--- src/hdl/htw_pkg.sv ---
// ============================================================================
// htw_pkg: shared definitions for the hashed timing wheel
// Sizes, transaction types, ring entry layout, codes and slot arithmetic.
// ============================================================================
`default_nettype none

package htw_pkg;

  // Wheel geometry.
  localparam int SLOTS  = 60;
  localparam int TASKS  = 32;
  localparam int SLOT_W = $clog2(SLOTS);
  localparam int IDX_W  = (TASKS > 1) ? $clog2(TASKS) : 1;

  // Field widths.
  localparam int ACT_W  = 2;
  localparam int ID_W   = 5;
  localparam int IVL_W  = 20;
  localparam int CNT_W  = 16;
  localparam int KIND_W = 2;
  // Width that holds any entry index as well as any task_id value.
  localparam int CMP_W  = ID_W + 1;

  // Remainder by SLOTS through a scaled reciprocal. The rounding error of
  // MOD_RECIP is below 2**SLOT_W, so for every interval below 2**IVL_W the
  // top bits of interval * MOD_RECIP are the exact quotient.
  localparam int MOD_SHIFT   = IVL_W + SLOT_W;
  localparam int MOD_RECIP_W = IVL_W + 1;
  localparam int MOD_PROD_W  = IVL_W + MOD_RECIP_W;
  localparam int MOD_QUO_W   = MOD_PROD_W - MOD_SHIFT;
  localparam logic [MOD_RECIP_W-1:0] MOD_RECIP =
    MOD_RECIP_W'(((64'd1 << MOD_SHIFT) + 64'(SLOTS) - 64'd1) / 64'(SLOTS));

  // Request actions.
  localparam logic [ACT_W-1:0] ACT_ADD    = 2'd0;
  localparam logic [ACT_W-1:0] ACT_REMOVE = 2'd1;
  localparam logic [ACT_W-1:0] ACT_TICK   = 2'd2;

  // Response kinds.
  localparam logic [KIND_W-1:0] KIND_ACK   = 2'd0;
  localparam logic [KIND_W-1:0] KIND_FIRED = 2'd1;
  localparam logic [KIND_W-1:0] KIND_DONE  = 2'd2;

  typedef struct packed {
    logic [ACT_W-1:0]        action;
    logic [ID_W-1:0]         task_id;
    logic [IVL_W-1:0]        interval;
    logic signed [CNT_W-1:0] repeat_count;
  } req_t;

  typedef struct packed {
    logic [KIND_W-1:0] kind;
    logic [ID_W-1:0]   fired_id;
    logic              status;
    logic              freed;
    logic              last;
  } rsp_t;

  // One timer entry as it travels around the ring of cells.
  typedef struct packed {
    logic                    armed;
    logic [SLOT_W-1:0]       due;
    logic [IVL_W-1:0]        remaining;
    logic [IVL_W-1:0]        period;
    logic [SLOT_W-1:0]       phase;     // period mod SLOTS
    logic signed [CNT_W-1:0] count;
  } entry_t;

  // Remainder unit handshake.
  typedef struct packed {
    logic             start;
    logic [IVL_W-1:0] value;
  } mod_req_t;

  typedef struct packed {
    logic              busy;
    logic [SLOT_W-1:0] result;
  } mod_rsp_t;

  typedef enum logic [1:0] {
    ST_IDLE,
    ST_MOD,
    ST_SCAN,
    ST_DONE
  } state_t;

  // Sum of two slot numbers, wrapped around the wheel.
  function automatic logic [SLOT_W-1:0] slot_add(input logic [SLOT_W-1:0] a,
                                                 input logic [SLOT_W-1:0] b);
    logic [SLOT_W:0] sum;
    sum = {1'b0, a} + {1'b0, b};
    if (sum >= (SLOT_W+1)'(SLOTS)) begin
      sum = sum - (SLOT_W+1)'(SLOTS);
    end
    return sum[SLOT_W-1:0];
  endfunction

endpackage

`default_nettype wire

--- src/hdl/htw_mod.sv ---
// ============================================================================
// htw_mod: remainder by the wheel size
// Reduces an interval modulo SLOTS in two stages through a reciprocal.
// ============================================================================
`default_nettype none

module htw_mod (
  input  wire logic              clk,
  input  wire logic              rst,
  input  wire htw_pkg::mod_req_t mreq,
  output htw_pkg::mod_rsp_t      mrsp
);
  import htw_pkg::*;

  logic [MOD_PROD_W-1:0] prod;
  logic [MOD_QUO_W-1:0]  quo;
  logic [IVL_W-1:0]      ivl_q;
  logic [IVL_W-1:0]      back;
  logic [SLOT_W-1:0]     rem;
  logic                  pend;

  // First stage: quotient from the scaled reciprocal of SLOTS.
  assign prod = MOD_PROD_W'(mreq.value) * MOD_PROD_W'(MOD_RECIP);

  // Second stage: the remainder is what the quotient leaves of the interval.
  assign back = IVL_W'(quo) * IVL_W'(SLOTS);

  // The second stage runs in the cycle after a start.
  always_ff @(posedge clk) begin
    if (rst) begin
      pend <= 1'b0;
    end else begin
      pend <= mreq.start;
    end
  end

  // Stage registers.
  always_ff @(posedge clk) begin
    if (mreq.start) begin
      quo   <= prod[MOD_PROD_W-1:MOD_SHIFT];
      ivl_q <= mreq.value;
    end
    if (pend) begin
      rem <= SLOT_W'(ivl_q - back);
    end
  end

  assign mrsp.busy   = pend;
  assign mrsp.result = rem;

endmodule

`default_nettype wire

--- src/hdl/htw_cell.sv ---
// ============================================================================
// htw_cell: one timer entry of the ring
// Holds an entry and takes its neighbor's entry whenever the ring advances.
// ============================================================================
`default_nettype none

module htw_cell (
  input  wire logic            clk,
  input  wire logic            rst,
  input  wire logic            shift,
  input  wire htw_pkg::entry_t d,
  output htw_pkg::entry_t      q
);
  import htw_pkg::*;

  entry_t ent;

  // The armed flag is the only part of an entry with a reset value; the
  // rest is meaningful only while the entry is armed.
  always_ff @(posedge clk) begin
    if (rst) begin
      ent.armed <= 1'b0;
    end else if (shift) begin
      ent.armed <= d.armed;
    end
    if (shift) begin
      ent.due       <= d.due;
      ent.remaining <= d.remaining;
      ent.period    <= d.period;
      ent.phase     <= d.phase;
      ent.count     <= d.count;
    end
  end

  assign q = ent;

endmodule

`default_nettype wire

--- src/hdl/htw_ctrl.sv ---
// ============================================================================
// htw_ctrl: sequencer and entry service for the timing wheel
// Runs each tick, and each add or remove of a valid entry, as one full turn of the
// cell ring, updates the entry at the head of the ring and drives the response register.
// ============================================================================
`default_nettype none

module htw_ctrl (
  input  wire logic              clk,
  input  wire logic              rst,
  input  wire logic              req_valid,
  output logic                   req_stall,
  input  wire htw_pkg::req_t     req,
  output logic                   rsp_valid,
  input  wire logic              rsp_stall,
  output htw_pkg::rsp_t          rsp,
  input  wire htw_pkg::entry_t   head,
  output htw_pkg::entry_t        tail,
  output logic                   shift,
  output htw_pkg::mod_req_t      mreq,
  input  wire htw_pkg::mod_rsp_t mrsp
);
  import htw_pkg::*;

  state_t                  state;
  state_t                  state_next;
  logic [SLOT_W-1:0]       cur_slot;
  logic [ACT_W-1:0]        op;
  logic [ID_W-1:0]         tid;
  logic [IVL_W-1:0]        ivl;
  logic signed [CNT_W-1:0] cnt_in;
  logic [IDX_W-1:0]        idx;
  logic                    found;
  logic                    accept;
  logic                    out_free;
  logic                    id_ok;
  logic                    req_id_ok;
  logic                    match;
  logic                    last_idx;
  logic                    fire;
  logic                    fire_freed;
  logic                    emit;
  logic signed [CNT_W-1:0] cnt_dec;
  rsp_t                    rsp_next;

  assign accept    = req_valid && !req_stall;
  assign out_free  = !rsp_valid || !rsp_stall;
  assign id_ok     = {1'b0, tid} < CMP_W'(TASKS);
  assign req_id_ok = {1'b0, req.task_id} < CMP_W'(TASKS);
  assign match     = CMP_W'(idx) == {1'b0, tid};
  assign last_idx  = idx == IDX_W'(TASKS - 1);

  // Remainder unit starts on every accepted add.
  assign mreq.start = accept && (req.action == ACT_ADD);
  assign mreq.value = req.interval;

  // Next state.
  always_comb begin
    state_next = state;
    case (state)
      ST_IDLE: begin
        if (accept) begin
          case (req.action)
            ACT_ADD:    state_next = req_id_ok ? ST_MOD : ST_DONE;
            ACT_REMOVE: state_next = req_id_ok ? ST_SCAN : ST_DONE;
            ACT_TICK:   state_next = ST_SCAN;
            default:    state_next = ST_DONE;
          endcase
        end
      end
      ST_MOD: begin
        if (!mrsp.busy) begin
          state_next = ST_SCAN;
        end
      end
      ST_SCAN: begin
        if (out_free && last_idx) begin
          state_next = ST_DONE;
        end
      end
      ST_DONE: begin
        if (out_free) begin
          state_next = ST_IDLE;
        end
      end
      default: state_next = ST_IDLE;
    endcase
  end

  always_ff @(posedge clk) begin
    if (rst) begin
      state <= ST_IDLE;
    end else begin
      state <= state_next;
    end
  end

  // Service of the entry at the head of the ring.
  always_comb begin
    tail       = head;
    fire       = 1'b0;
    fire_freed = 1'b0;
    cnt_dec    = head.count;
    case (op)
      ACT_ADD: begin
        if (match) begin
          tail.armed     = 1'b1;
          tail.due       = slot_add(cur_slot, (ivl == '0) ? SLOT_W'(1) : mrsp.result);
          tail.remaining = ivl;
          tail.period    = ivl;
          tail.phase     = mrsp.result;
          tail.count     = cnt_in;
        end
      end
      ACT_REMOVE: begin
        if (match) begin
          tail.armed = 1'b0;
        end
      end
      ACT_TICK: begin
        if (head.armed && (head.due == cur_slot)) begin
          if (head.remaining > IVL_W'(SLOTS)) begin
            // Another round of the wheel to go.
            tail.remaining = head.remaining - IVL_W'(SLOTS);
          end else begin
            fire = 1'b1;
            if (!head.count[CNT_W-1] && (head.count != '0)) begin
              cnt_dec = head.count - CNT_W'(1);
            end
            tail.count = cnt_dec;
            if (cnt_dec == '0) begin
              tail.armed = 1'b0;
              fire_freed = 1'b1;
            end else begin
              tail.due       = slot_add(cur_slot, head.phase);
              tail.remaining = head.period;
            end
          end
        end
      end
      default: ;
    endcase
  end

  // Outputs of the sequencer.
  always_comb begin
    req_stall = (state != ST_IDLE);
    shift     = (state == ST_SCAN) && out_free;
    emit      = 1'b0;
    rsp_next  = '0;
    case (state)
      ST_SCAN: begin
        emit              = out_free && fire;
        rsp_next.kind     = KIND_FIRED;
        rsp_next.fired_id = ID_W'(idx);
        rsp_next.freed    = fire_freed;
      end
      ST_DONE: begin
        rsp_next.last = 1'b1;
        case (op)
          ACT_ADD: begin
            emit              = out_free;
            rsp_next.kind     = KIND_ACK;
            rsp_next.fired_id = tid;
            rsp_next.status   = !id_ok;
          end
          ACT_REMOVE: begin
            emit              = out_free;
            rsp_next.kind     = KIND_ACK;
            rsp_next.fired_id = tid;
            rsp_next.status   = !(id_ok && found);
          end
          ACT_TICK: begin
            emit          = out_free;
            rsp_next.kind = KIND_DONE;
          end
          default: ;
        endcase
      end
      default: ;
    endcase
  end

  // Request registers and wheel position.
  always_ff @(posedge clk) begin
    if (rst) begin
      cur_slot <= '0;
    end else if (accept && (req.action == ACT_TICK)) begin
      cur_slot <= slot_add(cur_slot, SLOT_W'(1));
    end
  end

  always_ff @(posedge clk) begin
    if (accept) begin
      op     <= req.action;
      tid    <= req.task_id;
      ivl    <= req.interval;
      cnt_in <= req.repeat_count;
    end
  end

  // Ring position and the armed state seen by a remove.
  always_ff @(posedge clk) begin
    if (rst) begin
      idx   <= '0;
      found <= 1'b0;
    end else if (accept) begin
      idx   <= '0;
      found <= 1'b0;
    end else if (shift) begin
      idx <= last_idx ? '0 : idx + IDX_W'(1);
      if (match) begin
        found <= head.armed;
      end
    end
  end

  // Response register.
  always_ff @(posedge clk) begin
    if (rst) begin
      rsp_valid <= 1'b0;
    end else if (emit) begin
      rsp_valid <= 1'b1;
    end else if (!rsp_stall) begin
      rsp_valid <= 1'b0;
    end
  end

  always_ff @(posedge clk) begin
    if (emit) begin
      rsp <= rsp_next;
    end
  end

endmodule

`default_nettype wire

--- src/hdl/hashed_timing_wheel.sv ---
// ============================================================================
// hashed_timing_wheel: hashed timing wheel with a table of timer entries
// Add, remove and tick requests in; acknowledges, firings and tick-done out.
// ============================================================================
// The timer entries live in a ring of TASKS cells that turns by one place
// per cycle while a request is served and the response side is not stalled;
// the entry at the head of the ring is updated and written back at the tail,
// so entries are visited, and fire, in ascending index order. Every tick and
// every add or remove that names a valid entry takes one full turn; an add
// first reduces the interval modulo SLOTS in a two-stage reciprocal-multiply
// remainder unit. An add or remove of an index beyond the table, or an
// unknown action, skips the turn. The ring pauses whenever the response
// register is full and stalled. A tick returns one firing per due entry and
// then a tick-done response.
`default_nettype none

module hashed_timing_wheel (
  input  wire logic          clk,
  input  wire logic          rst,
  input  wire logic          req_valid,
  output logic               req_stall,
  input  wire htw_pkg::req_t req,
  output logic               rsp_valid,
  input  wire logic          rsp_stall,
  output htw_pkg::rsp_t      rsp
);
  import htw_pkg::*;

  entry_t   ring_q [TASKS];
  entry_t   tail;
  logic     shift;
  mod_req_t mreq;
  mod_rsp_t mrsp;

  // Sequencer and entry service.
  htw_ctrl u_ctrl (
    .clk       (clk),
    .rst       (rst),
    .req_valid (req_valid),
    .req_stall (req_stall),
    .req       (req),
    .rsp_valid (rsp_valid),
    .rsp_stall (rsp_stall),
    .rsp       (rsp),
    .head      (ring_q[0]),
    .tail      (tail),
    .shift     (shift),
    .mreq      (mreq),
    .mrsp      (mrsp)
  );

  // Interval remainder for adds.
  htw_mod u_mod (
    .clk  (clk),
    .rst  (rst),
    .mreq (mreq),
    .mrsp (mrsp)
  );

  // Ring of entry cells: each takes its upper neighbor, the last takes the
  // serviced head entry.
  for (genvar k = 0; k < TASKS; k++) begin : g_cell
    if (k == TASKS - 1) begin : g_tail
      htw_cell u_cell (
        .clk   (clk),
        .rst   (rst),
        .shift (shift),
        .d     (tail),
        .q     (ring_q[k])
      );
    end else begin : g_mid
      htw_cell u_cell (
        .clk   (clk),
        .rst   (rst),
        .shift (shift),
        .d     (ring_q[k+1]),
        .q     (ring_q[k])
      );
    end
  end

endmodule

`default_nettype wire

--- config.mk ---
export PLATFORM = sky130hd
export DESIGN_NAME = hashed_timing_wheel
export DESIGN_NICKNAME = d
export VERILOG_FILES = /design/src/hdl/htw_pkg.sv /design/src/hdl/htw_mod.sv /design/src/hdl/htw_cell.sv /design/src/hdl/htw_ctrl.sv /design/src/hdl/hashed_timing_wheel.sv
export SDC_FILE = /design/constraint.sdc
export NUM_CORES = 2
export LEC_CHECK = 0
export BUFFER_PORTS_ARGS = -buffer_cell sky130_fd_sc_hd__buf_2
export CORE_MARGIN = 2
export CORE_UTILIZATION = 35
export CTS_CLUSTER_DIAMETER = 40
export CTS_CLUSTER_SIZE = 30
export DETAILED_ROUTE_END_ITERATION = 7
export PLACE_DENSITY = 0.54
export SLEW_MARGIN = 5
export SYNTH_ARGS = -nofsm -noshare
export SYNTH_HDL_FRONTEND = slang
export SYNTH_SLANG_ARGS = --single-unit
--- constraint.sdc ---
create_clock -name clk -period 59.1 [get_ports clk]
set_input_delay 0 -clock clk [delete_from_list [all_inputs] [get_ports clk]]
set_output_delay 0 -clock clk [all_outputs]
set_load 0.02 [all_outputs]
==> results.yml <==
outcome:
  status: "finished clean"
sta:
  max_freq_mhz: 160
  hold_viol: 0
  post-route-period-util_pct: 10.6
  fin_skew_ns: 0.0893
  setup_violations: 0
  tns_ns: 0
  fin_crit_ns: 6.24
  tightest_slew_ns: 1.15
  rsz0062_at_grt: "no"
  max-slew-margin-rel_pct: 23.1
  maxSlewViolCount: 0
synth:
  synthCells: 3222
  avgSynthCellArea_um2: 23.3
  synth_flop_cell: "edfxtp_1"
  ys_seq_area_share_pct: 91.1
  synth.distinct_cells: 80
  synth_edf_count: 2245
  syn_area_um2: 75000
  ys_ff_latch: 2293
  ys.warnings.count: 0
  synth_fp_nets: 3409
  ys_async_sr_fraction_pct: 0
power:
  switching_share_pct: 26.2
  switchingPower_mw: 1.23
  ir_drop_v: 0.0000396
  power.density_nw_per_um2: 53.4
  power_frac_seq_pct: 57.9
  p_leak_nw: 28.8
  p_int_mw: 3.47
  clkPwrFrac_pct: 32.3
  combPwrFrac_pct: 9.8
placement:
  hpwl_um: 62300
  gp_congestion: 0.775
  portBuffers: 58
worst_setup_path:
  crit_start: "u_ctrl.state[0]"
  end_kind: "flip-flop"
  critPathMaxFanout: 193
  path_class: "reg -> reg"
  cpMostUsedCell: "buf_4"
  cp-start-kind: "flip-flop"
  cp.required_ns: 59.54
  reg2reg_from: "u_ctrl.state[0]"
  arrival_ns: 6.68
  cp_cell_sequence: "inv_1 > ha_1 > nand2_1 > buf_4 > inv_8 > buf_4 > buf_4 > buf_12 > buf_4"
  critical_path.max_stage_delay_ns: 0.93
  critPathSlowestCell: "buf_4"
drt:
  routed_wl_um: 114000
  viasPerCell: 4.49
  drt-wirelength-per-cell_um: 17.2
  vias: 29700
  dr.pass1.iters: 7
  drc_errors: 0
  ant_nets: 0
  first_iter_violations: 2879
floorplan:
  die_h_um: 467
  rows: 169
  die_area_um2: 218000
  coreArea_um2: 213000
  start_util_pct: 35.3
  die_width_um: 467
  ios: 59
global_route:
  grt_pass1_vias: 29000
  grt_max_degree: 197
  grt_overflow: 0
  grt_pass1_wl_um: 175000
  antenna_found_initial: 10
  grt.total_usage_pct: 10.3
finish:
  drive_gt1_share_pct: 14.8
  utilization_pct: 41.5
  final_cell_mix: "2245 x edfxtp_1, 230 x clkbuf_16, 109 x nand2_1"
  nets: 3764
  areaGrowthSynthToFinish_pct: 17.4
  layout_commonest_cell: "edfxtp_1"
cts:
  cts-root-buf: "clkbuf_16"
  clk_path_buf_depth: 3
  cts.sinks: 2293
  clk_pin_slew_ns: 0.07
  numCtsBuffers: 230
  cts_setup_buffers: 0
  clkLatencyLatePin_ns: 0.86
  htree_levels: 4
  cts_tree: "yes"
worst_hold_path:
  min-delay-start: "req[10]"
  hp-class: "in -> reg"
flow_run:
  max_cap_violations: 0
-- cell type report --
cell class,count,area (µm²)
Antenna cell,1,2.50
Clock buffer,239,5790
Clock inverter,199,2540
Fill cell,18400,124000
Inverter,78,300
Multi-Input combinational cell,800,6180
Sequential cell,2293,68400
Tap cell,2821,3530
Timing Repair Buffer,174,1380
-- stage by stage --
step	area, µm²	setup slack, ns	hold WS, ns	power [mW]	instances
final	88100	52.86	0.0548	4.70	6605
after global routing	88100	52.28	0.0170	4.93	6604
after CTS	88100	52.82	0.00330	4.78	6604
after detailed placement	79000	52.85	0.180	3.22	6087
after global placement	79000	52.95	0.179	3.21	6087
after floorplan	75000	3.63	0.0989	4.82	3222
-- power by group through the flow --
| stage | registers, mW | logic, mW | clock network (mW) |
|---|---|---|---|
| 4_1_cts | 2.73 | 0.474 | 1.57 |
| 5_1_grt | 2.77 | 0.521 | 1.64 |
| 3_3_place_gp | 2.75 | 0.458 | 0 |
| 2_1_floorplan | 4.50 | 0.321 | 0 |
| 6_report | 2.72 | 0.461 | 1.52 |
| 3_5_place_dp | 2.75 | 0.470 | 0 |
-- registers in the layout, summed over array words and instances, names as in the netlist, 5 cells and up --
register                flops
u_ctrl.ivl                 20
g_cell.g_mid.u_cell.q    2139
u_ctrl.tid                  5
u_ctrl.idx                  5
u_mod.rem                   6
u_ctrl.rsp                 10
u_ctrl.cnt_in              16
g_cell.g_tail.u_cell.q     69
u_mod.ivl_q                 6
u_ctrl.cur_slot             6
-- synthesized netlist by cell type, types with 5 or more instances --
cell | n | share of area (%)
a211oi_1 | 5 | 0.050
a21o_1 | 10 | 0.10
a21oi_1 | 90 | 0.60
a221o_1 | 9 | 0.12
a22o_1 | 5 | 0.058
a22oi_1 | 10 | 0.10
a31oi_1 | 20 | 0.17
and2_1 | 6 | 0.050
and3_1 | 5 | 0.042
buf_1 | 7 | 0.035
clkbuf_1 | 38 | 0.19
dfxtp_1 | 48 | 1.3
edfxtp_1 | 2245 | 90
fa_1 | 34 | 0.91
ha_1 | 106 | 1.8
inv_1 | 77 | 0.39
mux2_2 | 25 | 0.38
mux2i_1 | 10 | 0.13
nand2_1 | 109 | 0.55
nand2b_1 | 5 | 0.042
nand3_1 | 20 | 0.13
nand4_1 | 10 | 0.083
nor2_1 | 65 | 0.33
nor2b_1 | 16 | 0.13
nor3_1 | 19 | 0.13
nor3b_1 | 7 | 0.070
nor4_1 | 12 | 0.10
o21ai_0 | 33 | 0.22
o21bai_1 | 6 | 0.060
o22a_1 | 18 | 0.21
o22ai_1 | 9 | 0.075
o31ai_1 | 6 | 0.060
or3_1 | 9 | 0.075
xnor2_1 | 43 | 0.50
xor2_1 | 13 | 0.15
-- critical path, delay by kind of cell (launching register included) --
family                     cells  cell delay (ns)
adders and majority gates      1             0.40
and+or+nand+nor                1             0.10
buffers and inverters          7             4.53
DFF                            1             0.35
-- kinds of logic after synthesis --
family / share of synthesized area [%]
adder cells (fa/ha/maj): 2.67
AND/OR/NAND/NOR: 2.08
multiplexers: 0.529
flip-flops: 91.1
XOR/XNOR: 0.654
buffers and inverters: 0.672
AO/OA/AOI/OAI: 2.26
-- path summary, 6_finish.rpt --
path                             endpoint  slack, ns  depth (start not counted)
max reg2reg  g_cell[5].g_mid.u_cell.q[28]      52.86                          9
min reg2reg  g_cell[2].g_mid.u_cell.q[48]       0.37                          0
max          g_cell[5].g_mid.u_cell.q[28]      52.86                          9
min                     u_ctrl.cnt_in[10]       0.05                          2
-- routing by layer --
| metal | global-route usage, % | part of all wire (%) |
|---|---|---|
| met1 | 16.0 | 50 |
| met2 | 14.2 | 43 |
| met3 | 2.37 | 4.4 |
| met4 | 3.59 | 2.7 |
| met5 | 0 | 0 |
-- timing repair --
| item | 4_1_cts | 5_1_grt |
|---|---|---|
| endpoints found under the hold margin | 125 | 0 |
| gates resized for setup | 0 | 0 |
| hold buffers | 79 | 0 |
Note: power is estimated with default switching activity, not from simulation.
